### src/rtl/core/ita_pkg.sv
// Shared types, format codes and ASCII constants for the integer-to-ASCII formatter.
// No dependencies; every other file but ita_if.sv imports this package.
package ita_pkg;

    localparam int NUM_CELLS  = 16;   // one cell per hex digit of a 64-bit pointer
    localparam int CONV_BITS  = 32;   // bits shifted through the BCD chain for decimal
    localparam int NDIG_W     = $clog2(NUM_CELLS + 1);
    localparam int BIT_CNT_W  = $clog2(CONV_BITS);

    localparam logic [2:0] FMT_SDEC = 3'd0;
    localparam logic [2:0] FMT_UDEC = 3'd1;
    localparam logic [2:0] FMT_HEXL = 3'd2;
    localparam logic [2:0] FMT_HEXU = 3'd3;
    localparam logic [2:0] FMT_PTR  = 3'd4;

    localparam logic [7:0] ASCII_ZERO  = 8'h30;
    localparam logic [7:0] ASCII_MINUS = 8'h2d;
    localparam logic [7:0] ASCII_X     = 8'h78;
    localparam logic [7:0] ASCII_LA    = 8'h61;  // 'a'
    localparam logic [7:0] ASCII_UA    = 8'h41;  // 'A'

    typedef struct packed {
        logic load;    // take a parallel nibble
        logic dabble;  // add-3 correction and shift one bit in from below
        logic shift;   // take the digit of the cell below
    } t_cell_ctrl;

    typedef enum logic [3:0] {
        S_IDLE = 4'b0001,
        S_CONV = 4'b0010,
        S_SKIP = 4'b0100,
        S_EMIT = 4'b1000
    } t_state;

    function automatic logic [7:0] digit_char(input logic [3:0] d, input logic upper);
        logic [7:0] base;
        begin
            base = upper ? ASCII_UA : ASCII_LA;
            if (d < 4'd10) begin
                digit_char = ASCII_ZERO + {4'd0, d};
            end else begin
                digit_char = base + {4'd0, d - 4'd10};
            end
        end
    endfunction

endpackage

### src/rtl/core/ita_if.sv
// Valid/ready channel interfaces for the formatter's input items and output characters.
// Depends on nothing.
interface ita_in_if;
    logic        valid;
    logic        ready;
    logic [63:0] value;
    logic [2:0]  req_type;

    modport source (output valid, output value, output req_type, input ready);
    modport sink   (input valid, input value, input req_type, output ready);
endinterface

interface ita_out_if;
    logic       valid;
    logic       ready;
    logic [7:0] char_out;
    logic       is_last;
    logic [4:0] char_count;

    modport source (output valid, output char_out, output is_last, output char_count,
                    input ready);
    modport sink   (input valid, input char_out, input is_last, input char_count,
                    output ready);
endinterface

### src/rtl/core/ita_cell.sv
// One digit cell: a 4-bit BCD/hex digit with double-dabble step, load and shift-up.
// Depends on ita_pkg.
module ita_cell
    import ita_pkg::*;
(
    input  logic       i_clk,
    input  t_cell_ctrl i_ctrl,
    input  logic [3:0] i_load_digit,
    input  logic       i_lower_bit,
    input  logic [3:0] i_lower_digit,
    output logic [3:0] o_digit,
    output logic       o_carry
);

    logic [3:0] r_digit;
    logic [3:0] n_digit;
    logic [3:0] adj;

    assign adj     = (r_digit >= 4'd5) ? r_digit + 4'd3 : r_digit;
    assign o_carry = adj[3];
    assign o_digit = r_digit;

    always_comb begin
        n_digit = r_digit;
        if (i_ctrl.load) begin
            n_digit = i_load_digit;
        end else if (i_ctrl.dabble) begin
            n_digit = {adj[2:0], i_lower_bit};
        end else if (i_ctrl.shift) begin
            n_digit = i_lower_digit;
        end
    end

    always_ff @(posedge i_clk) begin
        r_digit <= n_digit;
    end

endmodule

### src/rtl/core/ita_chain.sv
// Row of digit cells: bits enter cell 0, digits move toward the top cell.
// Depends on ita_pkg and ita_cell.
module ita_chain
    import ita_pkg::*;
(
    input  logic                     i_clk,
    input  t_cell_ctrl               i_ctrl,
    input  logic [NUM_CELLS*4-1:0]   i_load,
    input  logic                     i_bit,
    output logic [3:0]               o_top
);

    logic [3:0] digit [NUM_CELLS];
    logic       carry [NUM_CELLS];

    for (genvar g = 0; g < NUM_CELLS; g++) begin : g_cell
        logic       lower_bit;
        logic [3:0] lower_digit;
        if (g == 0) begin : g_first
            assign lower_bit   = i_bit;
            assign lower_digit = 4'd0;
        end else begin : g_rest
            assign lower_bit   = carry[g-1];
            assign lower_digit = digit[g-1];
        end
        ita_cell u_cell (
            .i_clk        (i_clk),
            .i_ctrl       (i_ctrl),
            .i_load_digit (i_load[g*4 +: 4]),
            .i_lower_bit  (lower_bit),
            .i_lower_digit(lower_digit),
            .o_digit      (digit[g]),
            .o_carry      (carry[g])
        );
    end

    assign o_top = digit[NUM_CELLS-1];

endmodule

### src/rtl/core/integer_to_ascii_formatter.sv
// Integer-to-ASCII formatter: decimal, hex and pointer text, one character per transfer.
// A decimal item first passes through the BCD cell chain, a hex or pointer item is loaded
// directly; then leading zeros are dropped, then one character per cycle while the sink is ready.
// One item at a time: a new item is accepted only in idle, once the previous item's last
// character has been issued.
// Reset (synchronous, active low) returns the sequencer to idle and empties the output.
module integer_to_ascii_formatter
    import ita_pkg::*;
(
    input  logic       i_clk,
    input  logic       i_rst_n,
    ita_in_if.sink     i_in,
    ita_out_if.source  o_out
);

    t_state                 r_state, n_state;
    logic [CONV_BITS-1:0]   r_mag;
    logic [BIT_CNT_W-1:0]   r_bit;
    logic [NDIG_W-1:0]      r_ndig;
    logic [1:0]             r_pre_len;
    logic [1:0]             r_pre_pos;
    logic                   r_ptr;
    logic                   r_upper;
    logic [4:0]             r_cnt;
    logic                   r_out_valid;
    logic [7:0]             r_char;
    logic                   r_last;
    logic [4:0]             r_count;

    t_cell_ctrl             ctrl;
    logic [NUM_CELLS*4-1:0] load_vec;
    logic [3:0]             top;
    logic                   accept;
    logic                   take;
    logic                   in_prefix;
    logic                   skip_more;
    logic [31:0]            lo;
    logic                   neg;
    logic                   fmt_ok;

    assign lo     = i_in.value[31:0];
    assign neg    = (i_in.req_type == FMT_SDEC) && lo[31];
    assign fmt_ok = (i_in.req_type == FMT_SDEC) || (i_in.req_type == FMT_UDEC) ||
                    (i_in.req_type == FMT_HEXL) || (i_in.req_type == FMT_HEXU) ||
                    (i_in.req_type == FMT_PTR);

    assign i_in.ready = (r_state == S_IDLE);
    assign accept     = i_in.valid && i_in.ready;
    assign take       = (r_state == S_EMIT) && (!r_out_valid || o_out.ready);
    assign in_prefix  = (r_pre_pos != r_pre_len);
    assign skip_more  = (top == 4'd0) && (r_ndig > NDIG_W'(1));

    always_comb begin
        case (i_in.req_type)
            FMT_PTR:  load_vec = i_in.value;
            FMT_HEXL,
            FMT_HEXU: load_vec = {32'd0, lo};
            default:  load_vec = '0;
        endcase
    end

    always_comb begin
        ctrl.load   = accept;
        ctrl.dabble = (r_state == S_CONV);
        ctrl.shift  = ((r_state == S_SKIP) && skip_more) || (take && !in_prefix);
    end

    ita_chain u_chain (
        .i_clk (i_clk),
        .i_ctrl(ctrl),
        .i_load(load_vec),
        .i_bit (r_mag[CONV_BITS-1]),
        .o_top (top)
    );

    always_comb begin
        n_state = r_state;
        case (r_state)
            S_IDLE: begin
                if (accept && fmt_ok) begin
                    if (i_in.req_type == FMT_SDEC || i_in.req_type == FMT_UDEC) begin
                        n_state = S_CONV;
                    end else begin
                        n_state = S_SKIP;
                    end
                end
            end
            S_CONV: begin
                if (r_bit == '0) begin
                    n_state = S_SKIP;
                end
            end
            S_SKIP: begin
                if (!skip_more) begin
                    n_state = S_EMIT;
                end
            end
            S_EMIT: begin
                if (take && !in_prefix && r_ndig == NDIG_W'(1)) begin
                    n_state = S_IDLE;
                end
            end
            default: n_state = S_IDLE;
        endcase
    end

    always_ff @(posedge i_clk) begin
        if (!i_rst_n) begin
            r_state     <= S_IDLE;
            r_out_valid <= 1'b0;
        end else begin
            r_state <= n_state;
            if (take) begin
                r_out_valid <= 1'b1;
            end else if (o_out.ready) begin
                r_out_valid <= 1'b0;
            end
        end
    end

    // datapath registers
    always_ff @(posedge i_clk) begin
        if (accept) begin
            r_mag     <= neg ? (32'd0 - lo) : lo;
            r_bit     <= BIT_CNT_W'(CONV_BITS - 1);
            r_ndig    <= NDIG_W'(NUM_CELLS);
            r_pre_len <= (i_in.req_type == FMT_PTR) ? 2'd2 : (neg ? 2'd1 : 2'd0);
            r_pre_pos <= 2'd0;
            r_ptr     <= (i_in.req_type == FMT_PTR);
            r_upper   <= (i_in.req_type == FMT_HEXU);
        end
        if (r_state == S_CONV) begin
            r_mag <= {r_mag[CONV_BITS-2:0], 1'b0};
            r_bit <= r_bit - BIT_CNT_W'(1);
        end
        if (r_state == S_SKIP) begin
            if (skip_more) begin
                r_ndig <= r_ndig - NDIG_W'(1);
            end else begin
                r_cnt <= {3'd0, r_pre_len} + 5'(r_ndig);
            end
        end
        if (take) begin
            if (in_prefix) begin
                r_pre_pos <= r_pre_pos + 2'd1;
                if (r_ptr) begin
                    r_char <= (r_pre_pos == 2'd0) ? ASCII_ZERO : ASCII_X;
                end else begin
                    r_char <= ASCII_MINUS;
                end
                r_last  <= 1'b0;
                r_count <= 5'd0;
            end else begin
                r_ndig  <= r_ndig - NDIG_W'(1);
                r_char  <= digit_char(top, r_upper);
                r_last  <= (r_ndig == NDIG_W'(1));
                r_count <= (r_ndig == NDIG_W'(1)) ? r_cnt : 5'd0;
            end
        end
    end

    assign o_out.valid      = r_out_valid;
    assign o_out.char_out   = r_char;
    assign o_out.is_last    = r_last;
    assign o_out.char_count = r_count;

    a_conv_ends: assert property (@(posedge i_clk) disable iff (!i_rst_n)
        (r_state == S_CONV) && (r_bit == '0) |=> (r_state == S_SKIP))
        else $error("conversion did not hand over to zero skip");

    a_ndig_nonzero: assert property (@(posedge i_clk) disable iff (!i_rst_n)
        (r_state == S_EMIT) || (r_state == S_SKIP) |-> (r_ndig != '0))
        else $error("digit count ran out before the last character");

    a_count_on_last: assert property (@(posedge i_clk) disable iff (!i_rst_n)
        o_out.valid && !o_out.is_last |-> (o_out.char_count == 5'd0))
        else $error("character count shown on a non-final character");

    a_emit_to_idle: assert property (@(posedge i_clk) disable iff (!i_rst_n)
        take && !in_prefix && (r_ndig == NDIG_W'(1)) |=> (r_state == S_IDLE) && r_last)
        else $error("final character not flagged");

endmodule

### src/flat_wrapper.sv
// flat-port wrapper written by rule: the top's interface ports become plain ports
module integer_to_ascii_formatter_flat import ita_pkg::*;
  (i_clk, i_rst_n, i_in_valid, i_in_value, i_in_req_type, i_in_ready, o_out_valid, o_out_char_out, o_out_is_last, o_out_char_count, o_out_ready);
  ita_in_if i_in_i ();
  ita_out_if o_out_i ();
  input  logic i_clk;
  input  logic i_rst_n;
  input wire logic [$bits(i_in_i.valid)-1:0] i_in_valid;
  input wire logic [$bits(i_in_i.value)-1:0] i_in_value;
  input wire logic [$bits(i_in_i.req_type)-1:0] i_in_req_type;
  output wire logic [$bits(i_in_i.ready)-1:0] i_in_ready;
  output wire logic [$bits(o_out_i.valid)-1:0] o_out_valid;
  output wire logic [$bits(o_out_i.char_out)-1:0] o_out_char_out;
  output wire logic [$bits(o_out_i.is_last)-1:0] o_out_is_last;
  output wire logic [$bits(o_out_i.char_count)-1:0] o_out_char_count;
  input wire logic [$bits(o_out_i.ready)-1:0] o_out_ready;
  assign i_in_i.valid = i_in_valid;
  assign i_in_i.value = i_in_value;
  assign i_in_i.req_type = i_in_req_type;
  assign i_in_ready = i_in_i.ready;
  assign o_out_valid = o_out_i.valid;
  assign o_out_char_out = o_out_i.char_out;
  assign o_out_is_last = o_out_i.is_last;
  assign o_out_char_count = o_out_i.char_count;
  assign o_out_i.ready = o_out_ready;
  integer_to_ascii_formatter u_core (.i_clk(i_clk), .i_rst_n(i_rst_n), .i_in(i_in_i), .o_out(o_out_i));
endmodule
### config.mk
export PLATFORM = sky130hd
export DESIGN_NAME = integer_to_ascii_formatter_flat
export DESIGN_NICKNAME = d
export VERILOG_FILES = /design/src/rtl/core/ita_pkg.sv /design/src/rtl/core/ita_if.sv /design/src/rtl/core/ita_cell.sv /design/src/rtl/core/ita_chain.sv /design/src/rtl/core/integer_to_ascii_formatter.sv /design/src/flat_wrapper.sv
export SDC_FILE = /design/constraint.sdc
export NUM_CORES = 1
export LEC_CHECK = 0
export BUFFER_PORTS_ARGS = -buffer_cell sky130_fd_sc_hd__buf_2
export CORE_UTILIZATION = 50
export CTS_BUF_LIST = sky130_fd_sc_hd__clkbuf_4 sky130_fd_sc_hd__clkbuf_8
export DETAILED_ROUTE_END_ITERATION = 8
export GPL_ROUTABILITY_DRIVEN = 0
export GPL_TIMING_DRIVEN = 1
export PLACE_DENSITY = 0.7
export SYNTH_ARGS = -nofsm -noshare
export SYNTH_HDL_FRONTEND = slang
export SYNTH_SLANG_ARGS = --single-unit
### constraint.sdc
create_clock -name i_clk -period 3.9 [get_ports i_clk]
set_clock_uncertainty 0.15 [all_clocks]
set_input_delay 0.78 -clock i_clk [delete_from_list [all_inputs] [get_ports i_clk]]
set_output_delay 0.78 -clock i_clk [all_outputs]
set_load 0.05 [all_outputs]
==> results by group, run 1 <==
Run status
  • Status: completed

Timing
  • Worst-Margin Slew: approximately 0.93 ns
  • Final hold slack: between 0.3 and 0.4 ns
  • Minimum clock period: 2.97 ns
  • Final hold violation count: 0
  • Final setup vio count: 0
  • Period utilization: about three quarters
  • Setup ws final: 0.931 ns
  • Final setup TNS: 0 ns
  • RSZ-0062 raised after global routing: false
  • FMAX: 0.337 GHz
  • Slew Viols, Final: 0
  • Max-slew headroom: a little under two fifths

Final layout
  • Share of cells above drive strength 1: between 10% and 20%
  • Ant diodes: 0
  • Post-layout net count: 1,054
  • Final Cell Area: ~9300 um2
  • FILL cells: between 1,000 and 1,500
  • Area Overhead vs Synth: 12.7%

Synthesis
  • Synth async-reset ratio: 0%
  • Largest family of logic cells by synthesized area: compound AO/OA/AOI/OAI gates
  • Commonest cells in the synthesized netlist: 122 x edfxtp_1, 101 x o21ai_0, 97 x a21oi_1
  • Adder-Cell Fraction of Synth Area: 6.58%
  • Post-Syn Area per Cell: 9.61 um2
  • Syn nets: between 900 and 1,000
  • Multiplexer area fraction after synthesis: less than 1%
  • Xor/xnor share of the synthesized area: 5.91%
  • Post-synth EDFFs: 122
  • Syn Inst Count: 863
  • Yosys cell types: 58
  • Synth top area cells: edfxtp_1 44%, ha_1 6.3%, o21ai_0 6.1%, a21oi_1 5.9%, xnor2_1 4.6%
  • Mapped cell area: a little over 8000 um2
  • Most frequent cell after synthesis: edfxtp_1
  • Seq/Total Area, Yosys: a little under half
  • Synth Area in Compound Gates: ~20%
  • Area share of and/or/nand/nor cells after synthesis: between 15 and 20%
  • Area share of the largest cell type after synthesis: about 44%
  • Synth Flop Type: edfxtp_1
  • #FFs+latches synth: roughly 140
  • Largest area contributor in the synthesized netlist: edfxtp_1
  • Synth warn: 0

Floorplan
  • IO Pins: 87
  • Die W: 131 um
  • Core ar.: roughly 16,000 um2
  • Initial Util: 51.7%
  • Die height: roughly 130 um
  • Die footprint: 17,100 um2
  • Core Rows: 46

Clock network
  • CTS root buffer: clkbuf_8
  • # Post-CTS Setup Buffers: 0
  • Max Root-Sink Buffers: 2
  • Htree depth: 4
  • Worst skew pair latency: about 0.45 ns
  • CTS clk-pin slew, worst paths: ~0.080 ns
  • CTS buffer count: 17
  • CTS resizes: 0
  • CTS tree: done
  • # hold bufs at CTS: 0
  • Clk sinks: roughly 140

Global routing
  • Initial antenna violation count: 0
  • Global-route wire length before repair: 30,400 um
  • GR Overflow Total: 0
  • Gr usage total: 23.2%
  • Largest net degree at the start of global routing: 45
  • Vias in the first global route: roughly 6,200

Drt
  • Routed wire length: 18,800 um
  • Routed Antenna Nets: 0
  • DRC Markers: 0
  • DR iter-0 viols: roughly 440
  • Routed len/inst: 16.1 um
  • Vias per cell: 5.69
  • Via count: 6,654
  • Router iterations before antenna repair: 7

Critical path
  • Worst setup SP type: register
  • CP Capture Type: register
  • Slowest-stage cell, CP: buf_4
  • Required time worst endpoint: 3.83 ns
  • Cells along the critical path: inv_1, ha_1, or3b_2, a211oi_1, a21oi_1, nand2_2, buf_4
  • CP Max Fanout: between 40 and 50
  • Worst Path Arrival: ~2.9 ns
  • CP peak stage delay: 0.48 ns
  • Critical path type: register to register
  • R2R Setup Slk: around 0.93 ns

Placement
  • Post-DP Area: ~8900 um2
  • Worst slack, placed: around 0.83 ns
  • HPWL Detailed: between 10,000 and 15,000 um
  • Number of buffers added on ports: 85

Flow run
  • Max Cap Violations: 0

Power and ir drop
  • Max VDD drop: approximately 0.24 mV
  • Leak pwr: approximately 3.5 nW
  • Pwr Density: 495 nW/um2

Hold path
  • Min-delay worst type: register to register
layout by cell type (no fill, tap or decap), types with 2 or more instances in the layout:
cell / Yosys / routed
a22oi_1: 27 / 27
or4b_2: 4 / 4
clkinv_1: 1 / 2
buf_2: 2 / 85
and3_1: 4 / 4
a21o_1: 3 / 3
a211oi_1: 2 / 2
a31oi_1: 9 / 9
xor2_1: 12 / 12
ha_1: 42 / 42
o21a_1: 2 / 2
nand3_1: 15 / 15
clkbuf_8: 0 / 20
and2_1: 5 / 5
xnor2_1: 44 / 44
nand2b_1: 18 / 18
o31ai_1: 5 / 5
a21oi_1: 97 / 97
edfxtp_1: 122 / 122
a221o_1: 8 / 8
buf_4: 1 / 15
nor3b_1: 27 / 27
inv_1: 51 / 51
o21ai_0: 101 / 101
bufinv_16: 0 / 2
clkinv_4: 0 / 2
a22o_1: 4 / 4
clkinv_2: 0 / 3
nor4_1: 5 / 5
dfxtp_1: 13 / 13
clkinvlp_4: 0 / 4
mux2i_1: 5 / 5
nand2_1: 81 / 80
a32oi_1: 2 / 2
nor3_1: 13 / 13
o221ai_1: 8 / 8
a31o_2: 2 / 2
or4_1: 5 / 5
nor2_1: 62 / 60
nor4b_2: 1 / 2
final timing paths:
check,end,depth (start not counted),from
min,u_core.r_mag[0],2,u_core.r_mag[0]
max reg2reg,u_core.u_chain.g_cell[8].u_cell.o_digit[1],7,u_core.u_chain.g_cell[15].u_cell.o_digit[1]
max,u_core.u_chain.g_cell[8].u_cell.o_digit[1],7,u_core.u_chain.g_cell[15].u_cell.o_digit[1]
min reg2reg,u_core.r_mag[0],2,u_core.r_mag[0]
kinds of logic after synthesis:
kind of cell,count (synthesis)
xor gates and xnor gates,56
AOI/OAI and AO/OA,276
adders and majority gates,43
muxes,5
buffers and inverters,95
DFF,135
other,1
and+or+nand+nor,252
sequential cells by signal, indices dropped and copies added (netlist names):
name                                  flops
u_core.u_chain.g_cell.u_cell.o_digit     64
u_core.r_mag                             32
u_core.o_out.char_out                     7
u_core.o_out.char_count                   5
u_core.r_bit                              5
u_core.r_cnt                              5
u_core.r_ndig                             5
u_core.r_state                            4
u_core.r_pre_len                          2
u_core.r_pre_pos                          2
u_core.o_out.is_last                      1
u_core.o_out.valid                        1
u_core.r_ptr                              1
u_core.r_upper                            1
routing by layer:
layer	share of wire (%)	global-route usage [%]
met1	44	29.6
met2	49	39.5
met3	5.2	4.19
met4	1.7	8.38
met5	0	0
metrics by stage:
stage	power [W]	util (%)	cells
floorplan	0.00310	-	863
global placement	0.00345	55.7	1137
detailed placement	0.00348	55.7	1137
CTS	0.00465	58.2	1169
global route	0.00491	58.2	1169
finish	0.00463	58.2	1169
where the power goes:
group | switching, W | internal, W | leakage (nW)
logic | 0.000769 | 0.000524 | 2.03
registers | 0.000215 | 0.00195 | 1.27
clock network | 0.000557 | 0.000614 | 0.194
total | 0.00154 | 0.00309 | 3.49
area by class of cell:
class	count	area, um2	share of cell area (%)
Tap cell	216	270	2.89
Timing Repair Buffer	100	538	5.76
Clock inverter	12	126	1.35
Multi-Input combinational cell	633	4010	42.9
Sequential cell	135	3920	42.0
Clock buffer	20	275	2.95
Inverter	53	199	2.13
critical path: cells and delay by family (launching register included):
| kind | cells | cell delay (ns) |
|---|---|---|
| buffers and inverters | 2 | 0.68 |
| AND/OR/NAND/NOR | 2 | 0.62 |
| AO/OA/AOI/OAI | 2 | 0.54 |
| flip-flops | 1 | 0.43 |
| adder cells (fa/ha/maj) | 1 | 0.17 |
(Power assumes the default switching activity.)
==> inputs of run 2 (changes only) <==
==> constraint.sdc (replaced) <==
create_clock -name i_clk -period 2.45 [get_ports i_clk]
set_clock_uncertainty 0.15 [all_clocks]
set_input_delay 0.49 -clock i_clk [delete_from_list [all_inputs] [get_ports i_clk]]
set_output_delay 0.49 -clock i_clk [all_outputs]
set_load 0.05 [all_outputs]
==> results by group, run 2 (same netlist as run 1, synthesis figures left out) <==
Critical path
  • Cells along the critical path: inv_1, ha_1, or3b_2, a211oi_2, a21oi_2, buf_4, mux2i_1, o22a_1
  • Worst setup startpoint: u_core.u_chain.g_cell[15].u_cell.o_digit[0]
  • Buffers & Inverters on Critical Path: 2 (unchanged)
  • CP Max Fanout: 10 (-76%)
  • CP top delay family: compound AO/OA/AOI/OAI gates
  • Slowest-stage cell, CP: or3b_2
  • Reg-to-reg endpoint: u_core.r_ndig[4]
  • Required time worst endpoint: 2.64 ns (-1.19 ns)
  • Worst setup SP type: register
  • R2R Setup Slk: 0.09 ns (-0.84 ns)
  • CP peak stage delay: 0.50 ns (+0.02 ns)
  • Cells on worst reg2reg path: 8 (+1)
  • Worst Path Arrival: 2.55 ns (-0.35 ns)
  • FF-to-FF Start: u_core.u_chain.g_cell[15].u_cell.o_digit[0]
  • CP Capture Type: register
  • Critical path type: register to register

Drt
  • DRC Markers: 0 (unchanged)
  • Vias per cell: 5.67 (-0.47%)
  • Routed Antenna Nets: 0 (unchanged)
  • Via count: 6,889 (+3.5%)
  • Routed len/inst: 16.2 um (+0.76%)
  • Router iterations before antenna repair: 6 (-1)
  • DR iter-0 viols: 544 (+24%)
  • Routed wire length: 19,700 um (+4.8%)

Hold path
  • Hold_sp: i_rst_n
  • Min-delay worst type: input pin to register
  • Worst hold stages: 2 (unchanged)
  • Sink of the worst hold path: u_core.r_state[0]

Global routing
  • Largest net degree at the start of global routing: 60 (+33%)
  • Global-route wire length before repair: 31,600 um (+3.8%)
  • Gr usage total: 24.1% (+0.85 points)
  • Vias in the first global route: 6,486 (+3.9%)
  • Initial antenna violation count: 0 (unchanged)
  • GR Overflow Total: 0 (unchanged)

Final layout
  • Commonest cells after routing, fill and taps aside: 122 x edfxtp_1, 101 x o21ai_0, 96 x a21oi_1
  • FILL cells: 1,366 (-4.5%)
  • Area Overhead vs Synth: 18.6%
  • Post-layout net count: 1,101 (+4.5%)
  • Most common cell after layout, fill and taps aside: edfxtp_1
  • Share of cells above drive strength 1: 20.4% (+4.7 points)
  • Max reg flops: 64 (unchanged)
  • Final Util: 61.3% (+3.1 points)
  • Ant diodes: 0 (unchanged)

Flow run
  • Max Cap Violations: 0 (unchanged)

Floorplan
  • Die W: 131 um (unchanged)
  • IO Pins: 87 (unchanged)
  • Die height: 131 um (unchanged)
  • Die footprint: 17,100 um2 (unchanged)
  • Initial Util: 51.7% (unchanged)
  • Core Rows: 46 (unchanged)
  • Core ar.: 16,100 um2 (unchanged)

Clock network
  • CTS buffer count: 17 (unchanged)
  • # hold bufs at CTS: 0 (unchanged)
  • CTS clk-pin slew, worst paths: 0.08 ns (about the same)
  • Clk sinks: 135 (unchanged)
  • # Post-CTS Setup Buffers: 0 (unchanged)
  • Htree depth: 4 (unchanged)
  • CTS tree: done
  • CTS root buffer: clkbuf_8
  • Max Root-Sink Buffers: 2 (unchanged)
  • Worst skew pair latency: 0.44 ns (about the same)

Power and ir drop
  • Pwr Density: 768 nW/um2 (+55%)
  • Max VDD drop: 0.450 mV (+87%)
  • Leak pwr: 3.79 nW (+8.5%)

Timing
  • Minimum clock period: 2.36 ns (-0.613 ns)
  • Period utilization: 96.2% (+20 points)
  • Slew Viols, Final: 0 (unchanged)
  • Max-slew headroom: 35.3% (-2.9 points)
  • Final setup vio count: 0 (unchanged)
  • Worst-Margin Slew: 0.969 ns (+0.0423 ns)
  • FMAX: 0.424 GHz (+26%)
  • Final setup TNS: 0 ns (unchanged)
  • RSZ-0062 raised after global routing: false
  • Final hold violation count: 0 (unchanged)
  • Setup ws final: 0.0931 ns (-0.837 ns)

Run status
  • Status: completed

Placement
  • HPWL Detailed: 13,700 um (+3.2%)
  • Number of buffers added on ports: 85 (unchanged)
  • Worst slack, placed: -0.567 ns (-1.40 ns)
-- run 2: changes by cell type in the layout (fill, tap and decap cells not counted), moves of 2 or more --
cell / before / now
clkinv_4: 2 / 0
clkinvlp_4: 4 / 1
clkbuf_4: 0 / 2
buf_4: 15 / 54
clkinv_2: 3 / 6
clkinv_1: 2 / 0
buf_12: 0 / 7
-- run 2: power by group --
part	leakage [nW]	switching, W	internal [W]	total, W
combinational	2.31	0.00129	0.000952	0.00225
sequential	1.27	0.000327	0.00310	0.00343
clock	0.212	0.000855	0.00103	0.00188
-- run 2: repair_timing --
item | in CTS | in global routing
endpoints found under the setup margin | 89 | 9
resized for setup | 2 | 1
cloned | 1 | 0
pin swaps | 1 | 0
-- run 2: worst max-delay path by stage --
stage,end,slack [ns],cells past startpoint
floorplan,u_core.u_chain.g_cell[0].u_cell.o_digit[0],-0.1,6
global placement,u_core.u_chain.g_cell[9].u_cell.o_digit[1],-0.51,6
detailed placement,u_core.u_chain.g_cell[11].u_cell.o_digit[1],-0.57,6
CTS,u_core.u_chain.g_cell[8].u_cell.o_digit[1],0.05,6
global route,u_core.r_ndig[4],0.01,8
finish,u_core.r_ndig[4],0.09,8
-- run 2: worst register-to-register path, cell delays in order, from the launching register on --
cell and delay, ns:
edfxtp_1 0.40, inv_1 0.10, ha_1 0.17, or3b_2 0.50, a211oi_2 0.29, a21oi_2 0.13
buf_4 0.20, mux2i_1 0.12, o22a_1 0.21
-- run 2: through the flow --
step           instances  instance area (um2)  power (W)  hold slack [ns]
3_3_place_gp        1183                 9420    0.00561            0.310
6_report            1216                 9840    0.00755            0.158
5_1_grt             1216                 9840    0.00801            0.146
4_1_cts             1216                 9830    0.00758            0.139
3_5_place_dp        1183                 9420    0.00569            0.320
2_1_floorplan        863                 8360    0.00496            0.294
-- run 2: final cells by class --
| type | count | area (um2) | share of cell area [%] |
|---|---|---|---|
| clock inverters | 9 | 97.6 | 0.992 |
| inverters | 53 | 209 | 2.12 |
| repair buffers | 146 | 971 | 9.87 |
| multi-input cells | 634 | 4060 | 41.3 |
| well taps | 216 | 270 | 2.75 |
| flip-flops and latches | 135 | 3930 | 39.9 |
| clock buffers | 23 | 304 | 3.09 |
-- run 2: per-layer routing --
metal  global-route usage, %  wire length, um  up-vias
li1                        -                -     3394
met1                    30.5             8580     3255
met2                    42.0             9860      216
met3                    4.15             1030       24
met4                    6.90              194        0
met5                       0                0        -
